<file path="config.mk">
export PLATFORM = sky130hd
export DESIGN_NAME = multi_channel_watchdog_unit
export DESIGN_NICKNAME = d
export VERILOG_FILES = /design/src/rtl/mcw_pkg.sv /design/src/rtl/mcw_chan_tick.sv /design/src/rtl/multi_channel_watchdog_unit.sv
export SDC_FILE = /design/constraint.sdc
export NUM_CORES = 2
export LEC_CHECK = 0
export BUFFER_PORTS_ARGS = -buffer_cell sky130_fd_sc_hd__buf_2
export CORE_MARGIN = 1.5
export CORE_UTILIZATION = 30
export CTS_CLUSTER_DIAMETER = 150
export CTS_CLUSTER_SIZE = 30
export DETAILED_ROUTE_END_ITERATION = 10
export GPL_TIMING_DRIVEN = 1
export PLACE_DENSITY_LB_ADDON = 0.1
export REMOVE_ABC_BUFFERS = 1
export SKIP_CTS_REPAIR_TIMING = 1
export SLEW_MARGIN = 20
export SYNTH_ARGS = -nofsm -noshare
export SYNTH_HDL_FRONTEND = slang
export SYNTH_SLANG_ARGS = --single-unit
</file>
<file path="constraint.sdc">
create_clock -name clk -period 13.4 [get_ports clk]
set_clock_uncertainty 0.1 [all_clocks]
set_input_delay 0 -clock clk [delete_from_list [all_inputs] [get_ports clk]]
set_output_delay 0 -clock clk [all_outputs]
set_load 0.03 [all_outputs]
</file>
<file path="src/rtl/mcw_pkg.sv">
// Shared definitions for the multi-channel watchdog unit.
// Holds sizes, command and state codes, channel records and the packed word layouts.
// No dependencies; every other file in rtl/ imports this package.
package mcw_pkg;

  localparam int CHANNELS   = 8;
  localparam int COUNT_BITS = 24;
  localparam int LIMIT_W    = 24;
  localparam int CMD_W      = 3;
  localparam int CHAN_W     = 3;
  localparam int ACT_W      = 3;
  localparam int TCOUNT_W   = 16;
  localparam int TOTAL_W    = 32;
  localparam int MASK_W     = 8;
  localparam int ACTIVE_W   = 4;
  localparam int STATUS_W   = 2;
  localparam int CNT_W      = $clog2(CHANNELS + 1);
  localparam int CMP_W      = ((COUNT_BITS > LIMIT_W) ? COUNT_BITS : LIMIT_W) + 3;

  localparam logic [COUNT_BITS-1:0] COUNT_MAX  = '1;
  localparam logic [TCOUNT_W-1:0]   TCOUNT_MAX = '1;
  localparam logic [TOTAL_W-1:0]    TOTAL_MAX  = '1;
  localparam logic [ACTIVE_W-1:0]   ACTIVE_MAX = '1;

  typedef enum logic [CMD_W-1:0] {
    CMD_TICK,
    CMD_REGISTER,
    CMD_UNREGISTER,
    CMD_ENABLE,
    CMD_DISABLE,
    CMD_FEED,
    CMD_FEED_ALL,
    CMD_QUERY
  } cmd_t;

  typedef enum logic [STATUS_W-1:0] {
    ST_OFF,
    ST_ON,
    ST_WARN,
    ST_TIMEOUT
  } chan_state_t;

  localparam logic [ACT_W-1:0] ACT_TASK_RESET = 3'd2;
  localparam logic [ACT_W-1:0] ACT_SYS_RESET  = 3'd3;
  localparam logic [ACT_W-1:0] ACT_GO_SAFE    = 3'd4;

  // Control part of a channel: cleared by reset.
  typedef struct packed {
    logic                  used;
    logic                  on;
    chan_state_t           st;
    logic [COUNT_BITS-1:0] elapsed;
    logic [TCOUNT_W-1:0]   tcount;
  } chan_ctl_t;

  // Settings part of a channel: written on register, no reset.
  typedef struct packed {
    logic [LIMIT_W-1:0] limit;
    logic [ACT_W-1:0]   action;
    logic               rearm;
    logic               critical;
  } chan_cfg_t;

  // What one tick does to a channel that is visited.
  typedef struct packed {
    logic                  warn;
    logic                  tmo;
    chan_state_t           st;
    logic [COUNT_BITS-1:0] elapsed;
    logic [TCOUNT_W-1:0]   tcount;
  } tick_res_t;

  // Input word, last listed field in the lowest bits.
  typedef struct packed {
    logic [6:0]         pad;
    logic               critical;
    logic               start_on;
    logic               rearm;
    logic [ACT_W-1:0]   action_code;
    logic [LIMIT_W-1:0] limit_ms;
    logic [CHAN_W-1:0]  channel;
  } in_word_t;

  // Result word, last listed field in the lowest bits.
  typedef struct packed {
    logic [2:0]          pad;
    logic [TOTAL_W-1:0]  tmo_total;
    logic [ACTIVE_W-1:0] active_count;
    logic                healthy;
    logic                safe_active;
    logic                system_reset;
    logic [MASK_W-1:0]   task_reset_mask;
    logic [MASK_W-1:0]   timeout_mask;
    logic [MASK_W-1:0]   warn_mask;
    logic [TCOUNT_W-1:0] chan_timeouts;
    logic [STATUS_W-1:0] chan_status;
    logic [CHAN_W-1:0]   slot;
    logic                ok;
  } out_word_t;

  localparam int IN_W  = $bits(in_word_t);
  localparam int OUT_W = $bits(out_word_t);

endpackage

</file>
<file path="src/rtl/mcw_chan_tick.sv">
// Tick evaluation for one watchdog channel: count, warning and timeout decisions.
// Pure combinational logic; depends on mcw_pkg.
module mcw_chan_tick (
  input  mcw_pkg::chan_ctl_t ctl_i,
  input  mcw_pkg::chan_cfg_t cfg_i,
  output mcw_pkg::tick_res_t res_o
);
  import mcw_pkg::*;

  logic [COUNT_BITS-1:0] inc;
  logic [CMP_W-1:0]      e_x;
  logic [CMP_W-1:0]      l_x;
  logic [CMP_W-1:0]      e5;
  logic [CMP_W-1:0]      l4;
  chan_state_t           st1;

  always_comb begin
    inc = (ctl_i.elapsed == COUNT_MAX) ? ctl_i.elapsed : ctl_i.elapsed + COUNT_BITS'(1);
    e_x = CMP_W'(inc);
    l_x = CMP_W'(cfg_i.limit);
    e5  = (e_x << 2) + e_x;
    l4  = l_x << 2;

    // Early warning past four fifths of the limit, only from the plain enabled state.
    res_o.warn = (e5 > l4) && (ctl_i.st == ST_ON);
    st1        = res_o.warn ? ST_WARN : ctl_i.st;
    res_o.tmo  = (e_x > l_x) && (st1 != ST_TIMEOUT);

    res_o.tcount  = (res_o.tmo && ctl_i.tcount != TCOUNT_MAX) ?
                    ctl_i.tcount + TCOUNT_W'(1) : ctl_i.tcount;
    res_o.elapsed = (res_o.tmo && cfg_i.rearm) ? '0 : inc;
    if (res_o.tmo) begin
      res_o.st = cfg_i.rearm ? ST_ON : ST_TIMEOUT;
    end else begin
      res_o.st = st1;
    end
  end

endmodule

</file>
<file path="src/rtl/multi_channel_watchdog_unit.sv">
// Top level of the multi-channel watchdog: handshake, channel table and result logic.
// Depends on mcw_pkg and mcw_chan_tick.
//
//   channel   ports            payload                        role
//   in_       tvalid/tready    tuser: cmd, tdata: arguments   command words
//   out_      tvalid/tready    tdata: result fields           one result per command
//
// A command word waits in the input register until the output register frees up; its result
// is then written into the output register, which drives out_tdata and out_tvalid.
// One command is accepted every cycle while out_tready does not stall the output; the rate is
// set by the single update pass over all channels.
// Reset (rst_n low at a clock edge) empties both registers and clears the channel control
// state, the counters and the safe-mode latch; channel settings are not reset. A stall on
// out_tready holds the result; the input register still takes one more word while the result waits.
module multi_channel_watchdog_unit (
  input  logic                        clk,
  input  logic                        rst_n,
  input  logic                        in_tvalid,
  output logic                        in_tready,
  // in_tuser: cmd[2:0]
  input  logic [mcw_pkg::CMD_W-1:0]   in_tuser,
  // in_tdata: channel[2:0], limit_ms[26:3], action_code[29:27], rearm[30],
  //           start_on[31], critical[32], zero fill[39:33]
  input  logic [mcw_pkg::IN_W-1:0]    in_tdata,
  output logic                        out_tvalid,
  input  logic                        out_tready,
  // out_tdata: ok[0], slot[3:1], chan_status[5:4], chan_timeouts[21:6],
  //            warn_mask[29:22], timeout_mask[37:30], task_reset_mask[45:38],
  //            system_reset[46], safe_active[47], healthy[48], active_count[52:49],
  //            tmo_total[84:53], zero fill[87:85]
  output logic [mcw_pkg::OUT_W-1:0]   out_tdata
);
  import mcw_pkg::*;

  // Input register and output register.
  logic                 s1_valid_r;
  logic [CMD_W-1:0]     s1_cmd_r;
  in_word_t             s1_data_r;
  logic                 out_valid_r;
  out_word_t            out_data_r;

  // Channel table and global state.
  chan_ctl_t            ctl_r   [CHANNELS];
  chan_ctl_t            ctl_nxt [CHANNELS];
  chan_cfg_t            cfg_r   [CHANNELS];
  logic [CHANNELS-1:0]  cfg_we;
  logic [TOTAL_W-1:0]   total_r;
  logic [TOTAL_W-1:0]   total_nxt;
  logic                 safe_r;
  logic                 safe_nxt;

  tick_res_t            tick_res [CHANNELS];
  out_word_t            res;
  logic                 advance;
  logic                 fire;

  // The output register frees up when it is empty or being read; the input register
  // moves into it on the same edge.
  assign advance    = !out_valid_r || out_tready;
  assign fire       = s1_valid_r && advance;
  assign in_tready  = !s1_valid_r || advance;
  assign out_tvalid = out_valid_r;
  assign out_tdata  = out_data_r;

  for (genvar g = 0; g < CHANNELS; g++) begin : g_tick
    mcw_chan_tick u_tick (
      .ctl_i (ctl_r[g]),
      .cfg_i (cfg_r[g]),
      .res_o (tick_res[g])
    );
  end

  // Command decode and next state of the whole table.
  always_comb begin
    logic [CHANNELS-1:0] sel;
    logic [CHANNELS-1:0] warn_m;
    logic [CHANNELS-1:0] tmo_m;
    logic [CHANNELS-1:0] task_m;
    logic                sys;
    logic                safe_seen;
    logic                valid;
    logic                found;
    logic [CNT_W-1:0]    tmo_cnt;
    logic [CNT_W-1:0]    active;
    logic [TOTAL_W:0]    total_sum;
    logic                healthy;

    for (int i = 0; i < CHANNELS; i++) begin
      ctl_nxt[i] = ctl_r[i];
      sel[i]     = (int'(s1_data_r.channel) == i);
    end
    cfg_we    = '0;
    total_nxt = total_r;
    safe_nxt  = safe_r;
    warn_m    = '0;
    tmo_m     = '0;
    task_m    = '0;
    sys       = 1'b0;
    safe_seen = 1'b0;
    found     = 1'b0;
    tmo_cnt   = '0;
    total_sum = '0;
    valid     = 1'b0;
    for (int i = 0; i < CHANNELS; i++) begin
      valid = valid | (sel[i] & ctl_r[i].used);
    end

    res      = '0;
    res.slot = s1_data_r.channel;

    case (cmd_t'(s1_cmd_r))
      CMD_TICK: begin
        res.ok = 1'b1;
        // Channels are visited in index order; once safe mode trips, only critical
        // channels are still visited for the rest of the tick.
        for (int i = 0; i < CHANNELS; i++) begin
          if (ctl_r[i].used && ctl_r[i].on && (cfg_r[i].critical || !safe_seen)) begin
            ctl_nxt[i].elapsed = tick_res[i].elapsed;
            ctl_nxt[i].st      = tick_res[i].st;
            ctl_nxt[i].tcount  = tick_res[i].tcount;
            warn_m[i]          = tick_res[i].warn;
            tmo_m[i]           = tick_res[i].tmo;
            if (tick_res[i].tmo) begin
              tmo_cnt = tmo_cnt + CNT_W'(1);
              if (cfg_r[i].action == ACT_TASK_RESET) begin
                task_m[i] = 1'b1;
              end
              if (cfg_r[i].action == ACT_SYS_RESET) begin
                sys = 1'b1;
              end
              if (cfg_r[i].action == ACT_GO_SAFE) begin
                safe_seen = 1'b1;
              end
            end
          end
        end
        if (safe_seen) begin
          safe_nxt = 1'b1;
          for (int i = 0; i < CHANNELS; i++) begin
            if (ctl_r[i].used && !cfg_r[i].critical) begin
              ctl_nxt[i].on = 1'b0;
              ctl_nxt[i].st = ST_OFF;
            end
          end
        end
        total_sum = {1'b0, total_r} + (TOTAL_W + 1)'(tmo_cnt);
        total_nxt = total_sum[TOTAL_W] ? TOTAL_MAX : total_sum[TOTAL_W-1:0];
      end
      CMD_REGISTER: begin
        res.slot = '0;
        for (int i = 0; i < CHANNELS; i++) begin
          if (!found && !ctl_r[i].used) begin
            found              = 1'b1;
            ctl_nxt[i].used    = 1'b1;
            ctl_nxt[i].on      = s1_data_r.start_on;
            ctl_nxt[i].st      = s1_data_r.start_on ? ST_ON : ST_OFF;
            ctl_nxt[i].elapsed = '0;
            ctl_nxt[i].tcount  = '0;
            cfg_we[i]          = 1'b1;
            res.ok             = 1'b1;
            res.slot           = CHAN_W'(i);
          end
        end
      end
      CMD_UNREGISTER: begin
        res.ok = valid;
        for (int i = 0; i < CHANNELS; i++) begin
          if (sel[i] && ctl_r[i].used) begin
            ctl_nxt[i].used = 1'b0;
            ctl_nxt[i].on   = 1'b0;
            ctl_nxt[i].st   = ST_OFF;
          end
        end
      end
      CMD_ENABLE: begin
        res.ok = valid;
        for (int i = 0; i < CHANNELS; i++) begin
          if (sel[i] && ctl_r[i].used) begin
            ctl_nxt[i].on      = 1'b1;
            ctl_nxt[i].st      = ST_ON;
            ctl_nxt[i].elapsed = '0;
          end
        end
      end
      CMD_DISABLE: begin
        res.ok = valid;
        for (int i = 0; i < CHANNELS; i++) begin
          if (sel[i] && ctl_r[i].used) begin
            ctl_nxt[i].on = 1'b0;
            ctl_nxt[i].st = ST_OFF;
          end
        end
      end
      CMD_FEED: begin
        // Feeding is refused for a disabled or timed-out channel.
        for (int i = 0; i < CHANNELS; i++) begin
          if (sel[i] && ctl_r[i].used &&
              (ctl_r[i].st == ST_ON || ctl_r[i].st == ST_WARN)) begin
            ctl_nxt[i].elapsed = '0;
            ctl_nxt[i].st      = ST_ON;
            res.ok             = 1'b1;
          end
        end
      end
      CMD_FEED_ALL: begin
        res.ok = 1'b1;
        for (int i = 0; i < CHANNELS; i++) begin
          if (ctl_r[i].used && ctl_r[i].on &&
              (ctl_r[i].st == ST_ON || ctl_r[i].st == ST_WARN)) begin
            ctl_nxt[i].elapsed = '0;
            ctl_nxt[i].st      = ST_ON;
          end
        end
      end
      CMD_QUERY: begin
        res.ok = valid;
        for (int i = 0; i < CHANNELS; i++) begin
          if (sel[i] && ctl_r[i].used) begin
            res.chan_status   = ctl_r[i].st;
            res.chan_timeouts = ctl_r[i].tcount;
          end
        end
      end
      default: begin
        res.ok = 1'b0;
      end
    endcase

    // Masks keep only the channels that fit in the result fields.
    for (int k = 0; k < MASK_W; k++) begin
      if (k < CHANNELS) begin
        res.warn_mask[k]       = warn_m[k];
        res.timeout_mask[k]    = tmo_m[k];
        res.task_reset_mask[k] = task_m[k];
      end
    end
    res.system_reset = sys;

    // Summary fields reflect the table after this command.
    active  = '0;
    healthy = 1'b1;
    for (int i = 0; i < CHANNELS; i++) begin
      if (ctl_nxt[i].used && ctl_nxt[i].on) begin
        active = active + CNT_W'(1);
        if (ctl_nxt[i].st == ST_TIMEOUT) begin
          healthy = 1'b0;
        end
      end
    end
    res.active_count = (int'(active) > int'(ACTIVE_MAX)) ? ACTIVE_MAX :
                       ACTIVE_W'(active);
    res.healthy      = healthy;
    res.safe_active  = safe_nxt;
    res.tmo_total    = total_nxt;
  end

  // Handshake registers.
  always_ff @(posedge clk) begin
    if (!rst_n) begin
      s1_valid_r  <= 1'b0;
      out_valid_r <= 1'b0;
    end else begin
      if (in_tready) begin
        s1_valid_r <= in_tvalid;
      end
      if (advance) begin
        out_valid_r <= s1_valid_r;
      end
    end
  end

  always_ff @(posedge clk) begin
    if (in_tvalid && in_tready) begin
      s1_cmd_r  <= in_tuser;
      s1_data_r <= in_word_t'(in_tdata);
    end
    if (fire) begin
      out_data_r <= res;
    end
  end

  // Channel control state, counters and the safe-mode latch.
  always_ff @(posedge clk) begin
    if (!rst_n) begin
      for (int i = 0; i < CHANNELS; i++) begin
        ctl_r[i] <= '0;
      end
      total_r <= '0;
      safe_r  <= 1'b0;
    end else if (fire) begin
      for (int i = 0; i < CHANNELS; i++) begin
        ctl_r[i] <= ctl_nxt[i];
      end
      total_r <= total_nxt;
      safe_r  <= safe_nxt;
    end
  end

  // Channel settings, written only when a slot is allocated.
  always_ff @(posedge clk) begin
    for (int i = 0; i < CHANNELS; i++) begin
      if (fire && cfg_we[i]) begin
        cfg_r[i].limit    <= s1_data_r.limit_ms;
        cfg_r[i].action   <= s1_data_r.action_code;
        cfg_r[i].rearm    <= s1_data_r.rearm;
        cfg_r[i].critical <= s1_data_r.critical;
      end
    end
  end

`ifndef SYNTH
  // Safe mode, once latched, stays until reset.
  a_safe_sticky: assert property (@(posedge clk) disable iff (!rst_n)
    rst_n |=> !$fell(safe_r))
    else $error("safe-mode latch cleared without reset");

  // The total timeout counter only counts up.
  a_total_monotonic: assert property (@(posedge clk) disable iff (!rst_n)
    rst_n |=> (total_r >= $past(total_r)))
    else $error("total timeout counter went down");

  // A task reset is only requested for a channel that timed out.
  a_task_in_timeout: assert property (@(posedge clk) disable iff (!rst_n)
    out_valid_r |-> ((out_data_r.task_reset_mask & ~out_data_r.timeout_mask) == '0))
    else $error("task reset without timeout");

  // A result that reports timeouts comes from a tick, which is always accepted.
  a_timeout_ok: assert property (@(posedge clk) disable iff (!rst_n)
    (out_valid_r && out_data_r.timeout_mask != '0) |-> out_data_r.ok)
    else $error("timeouts reported on a refused command");
`endif

endmodule

</file>
* After elaboration in Yosys (flattened, before gate mapping)
Memories as Yosys holds them, arrays and structs flattened. Cells that the tools add are included. Widths: inputs -> output; s select.
Cells by class: add/subtract/negate cells 39, muxes and demuxes 375, bitwise logic cells 23, $lt $le $gt $ge 16, equality and inequality tests 86, reductions and logical operators 179
Operator list (count):
- $pmux 24 s5 | 8
- $mux 44 | 15
- $mux 26 | 16
- $mux 24 | 16
- $mux 42 | 8
- $pmux 16 s2 | 8
- $add 26x24->27 | 8
- $gt 27x26->1 | 8
- $mux 27 | 8
- $mux 29 | 7
- $reduce_or 29->1 | 7
- $add 24x1->24 const B | 8
- $eq 24x24->1 const B | 8
- $gt 24x24->1 | 8
- $mux 4 | 44
- $mux 1 | 144
- $mux 18 | 8
- $add 16x1->16 const B | 8
- $mux 16 | 8
- $ne 16x16->1 const B | 8
- $pmux 2 s7 | 8
- $logic_and 1x1->1 | 104
- $mux 3 | 32
- $mux 32 | 2
- 23 further kinds | 219
Word-level totals: memories 2, bits in registers 156, memory bits (writable) 584, word-level logic and storage cells 764, output and inout bits 90, input port bits 47
Memories:
- ctl_r | depth 8, width 44, read ports 8, clocked after memory_dff 0, wr ports 8, line multi_channel_watchdog_unit.sv:43 | chan_ctl_t ctl_r [CHANNELS];
- cfg_r | depth 8, width 29, read ports 8, clocked after memory_dff 0, wr ports 1, line multi_channel_watchdog_unit.sv:45 | chan_cfg_t cfg_r [CHANNELS];

* Logic depth before layout (Yosys ltp)
An unclocked memory read counts as a cell.
depth after elaboration 66, depth in mapped cells 47, gate-level depth less buffers 47

* By module
A second synthesis with hierarchy kept.
Second synthesis, totals: cells, all modules 6335, area, all modules 60260.3 um^2
By module, submodules not included:
- multi_channel_watchdog_unit | cells an instance 2282, area an instance 31152.4 um^2, instances 1, seq. area each 21871.0 um^2
- mcw_chan_tick (g_tick[2].u_tick ...) | cells an instance 518, area an instance 3616.0 um^2, instances 2, seq. area each 0.0 um^2
- mcw_chan_tick (g_tick[0].u_tick ...) | cells an instance 495, area an instance 3527.1 um^2, instances 2, seq. area each 0.0 um^2
- mcw_chan_tick (g_tick[1].u_tick) | cells an instance 535, area an instance 3978.8 um^2, instances 1, seq. area each 0.0 um^2
- mcw_chan_tick (g_tick[7].u_tick) | cells an instance 504, area an instance 3629.7 um^2, instances 1, seq. area each 0.0 um^2
- mcw_chan_tick (g_tick[6].u_tick) | cells an instance 502, area an instance 3611.0 um^2, instances 1, seq. area each 0.0 um^2
- mcw_chan_tick (g_tick[3].u_tick) | cells an instance 486, area an instance 3602.2 um^2, instances 1, seq. area each 0.0 um^2

* Worst setup path after synthesis
No wires, ideal clock.
path kind reg-to-reg, start point memory ctl_r[0][28] (netlist bit), end point register total_r[25], library setup time 0.084 ns, cell stages (with the launch flop) 48, data arrival time 9.707 ns, path buffers 1, data required time 13.216 ns, setup slack 3.509 ns, clock period less this slack 9.891 ns, path through edfxtp_1 -> and4_1 -> nand4_1 -> nor3_1 -> a211oi_1 -> nand2_1 -> nor2_1 -> and4_1 -> and3_1 -> xnor2_1 -> inv_1 -> ha_1 -> nand4_1 -> nor4_1 -> o31ai_1 -> nand3_1 -> nand3b_1 -> nor2_1 -> (+12 left out) -> mux2_2 -> ha_1 -> mux2_2 -> inv_1 -> fa_1 -> inv_1 -> a21o_1 -> a21oi_1 -> nor3_1 -> nand2_1 -> nor2_1 -> and2_1 -> nor2b_1 -> nand2_1 -> clkbuf_1 -> nand2_1 -> nor2_1 -> nor3_1
RTL lines:
- start: declaration | line multi_channel_watchdog_unit.sv:43
- end signal: assignment | line multi_channel_watchdog_unit.sv:294 | total_r <= total_nxt;
- end: declaration | line multi_channel_watchdog_unit.sv:47 | logic [TOTAL_W-1:0] total_r;

==> metrics.yaml <==
cp-start-kind: "flop"
relSlewSlack_pct: 21.7
met1_usage_pct: 26.6
finalHoldViolCount: 0
syn_to_final_growth_pct: 10.4
h-tree-depth: 1
gp_congestion: 0.917
use_met3_pct: 1.44
cts_tree: "done"
rsz0062_at_grt: "false"
firstDrtPassIters: 9
place_inst: 7838
register_area_um2: 21900
initial_core_util_pct: 30.2
fin_crit_sh_pct: 91.3
clock_sinks: 740
synth_edf_count: 705
row_count: 154
grt_max_degree: 80
finalPower_uw: 5240
synthesis.area_um2: 53200
peakVddDrop_uv: 118
worstPathRequired_ps: 13970
ys_async_sr_fraction_pct: 0
slowest_stage: "nor4_1"
grt_usage_pct: 18.9
fin_cells: 7971
crit_type: "reg2reg"
synth_seq_cells: 740
final_layout_size_suffix_gt1_share_pct: 6.27
coreArea_um2: 176000
synth_cell_type_count: 107
clkTransAtPathRegs_ps: 120
cpMostUsedCell: "ha_1"
yosys_warnings: 0
clock_path_buffers: 3
clock_latency_ps: 760
hpwl_mm: 131
tns_ps: 0
cp.arrival_ps: 12810
drv_cap: 0
drv_slew: 0
grt_pass1_wl_mm: 260
root_buffer: "clkbuf_16"
crit_path_end_kind: "flop"
first_global_vias: 40200
die_x_um: 424
drc_errors: 0
vias: 41200
nets: 6273
worst_pin_slew_ps: 1170
io_buffer_count: 126
syn_inst: 5420
via_per_inst: 5.17
ioPinCount: 137
hold_class: "in2reg"
max_stage_delay_ps: 670
wl_mm: 174
drt-wirelength-per-cell_um: 21.9
fin_crit_ps: 12240
die_area_um2: 180000
multi_input_area_um2: 29700
synth_flop_cell: "edfxtp_1"
final.fill_count: 18100
crit_path_max_fanout: 13
max_freq_ghz: 0.0817
postRouteAntennaNets: 0
grt_most_used_layer: "met2"
drtIter0Drc: 3042
gr-total-overflow: 0
cts_inserted_buffers: 31
die_h_um: 424
use_met2_pct: 31.4
synth_area_per_cell_um2: 9.81
status: "finished, final reports clean"
seq_area_frac_synth_pct: 41.1
antenna_found_initial: 14
setup_violations: 0
pwr_density_cell_nw_per_um2: 89.2
power.leakage_uw: 0.0236
rrSetupSlack_ps: 1160
cell families (layout without fill, tap and decap cells):
| logic type | Yosys count | after routing | share of synthesized area, % |
|---|---|---|---|
| adder cells (fa/ha/maj) | 622 | 622 | 14.7 |
| XOR/XNOR | 489 | 489 | 8.11 |
| AND/OR/NAND/NOR | 1998 | 1998 | 18.8 |
| buffers and inverters | 470 | 675 | 3.37 |
| AO/OA/AOI/OAI | 1074 | 1074 | 13.3 |
| multiplexers | 26 | 26 | 0.520 |
| other | 1 | 7 | 0.00705 |
| flip-flops | 740 | 740 | 41.1 |
flip-flops by register name (all words and copies together), names as in the netlist:
register,flops
s1_cmd_r,3
total_r,32
s1_valid_r,1
s1_data_r,33
out_tdata,85
cfg_r,232
ctl_r,352
out_tvalid,1
safe_r,1
path summary, 6_finish.rpt:
| kind | from | to | depth (start not counted) |
|---|---|---|---|
| max | ctl_r[0][28] | total_r[1] | 47 |
| min reg2reg | s1_data_r[21] | cfg_r[1][81] | 0 |
| max reg2reg | ctl_r[0][28] | total_r[1] | 47 |
| min | out_tready | out_tvalid | 5 |
cell usage after synthesis (all sizes together) (35+ instances only):
cell type    n  share of area, %
o21a        74               1.0
nor2b      140               1.6
nand2b      39              0.46
xnor2      301               5.0
nand2      369               2.6
xor2       187               3.1
and3       189               2.2
o21bai      49              0.69
o21ai      182               1.7
nor2       559               3.9
clkbuf     116              0.82
nor3       129               1.2
a22oi       39              0.55
edfxtp     705                40
dfxtp       35               1.3
nand4      145               1.7
a21o       106               1.5
nand3      223               2.1
a211oi      53              0.76
and2        46              0.54
ha         609                14
a21oi      311               2.9
inv        341               2.4
per-layer routing:
| layer | routed length (µm) | share of wire (%) | vias up |
|---|---|---|---|
| li1 | - | - | 20300 |
| met2 | 80800 | 46 | 718 |
| met4 | 3830 | 2.2 | 2 |
| met3 | 5950 | 3.4 | 146 |
| met5 | 12 | 0.0069 | - |
| met1 | 83600 | 48 | 20100 |
stage by stage:
step	worst slack (ps)	instance area, µm²	hold slack [ps]	util [%]
finish	1160	58700	22.8	33.3
detailed placement	1200	57000	78.1	32.3
global placement	1330	56900	76.6	32.3
floorplan	3230	52700	-1.13	-
global route	199	58700	32.0	33.3
CTS	1170	57900	-758	32.9
report_power, final:
part	internal [µW]	switching [µW]
Clock	472	841
Sequential	2620	111
Combinational	479	714
placed cells by master (no fill, tap or decap), drive strengths merged, types with 30 or more instances in the layout:
cell type	count
buf	204
dlygate4sd3	77
o22ai	31
clkbuf	41
nand2b	39
edfxtp	705
nor3	129
a21o	106
and4	32
a22oi	39
nand3	223
inv	350
nand2	369
xor2	187
xnor2	301
and3	189
a31oi	32
a21oi	311
nor2	559
and2	46
ha	609
dfxtp	35
a211oi	53
o21bai	49
nor2b	140
nand4	145
or3	30
o21a	74
o211ai	31
o21ai	182
critical path, delay by kind of cell, from the launching register on:
family | cells | cell delay [ps]
and+or+nand+nor | 19 | 4870
adders and majority gates | 9 | 2780
muxes | 7 | 1980
AOI/OAI and AO/OA | 6 | 1250
buffers and inverters | 5 | 560
DFF | 1 | 440
xor gates and xnor gates | 1 | 170
final cells by class:
class / instances / area share, %
multi-input cells: 4212 / 50.5
flip-flops and latches: 740 / 37.2
well taps: 2340 / 4.99
repair buffers: 281 / 3.40
inverters: 342 / 2.19
clock buffers: 41 / 1.38
clock inverters: 11 / 0.271
diodes: 4 / 0.0170
Power figures use the tool's default switching activity.
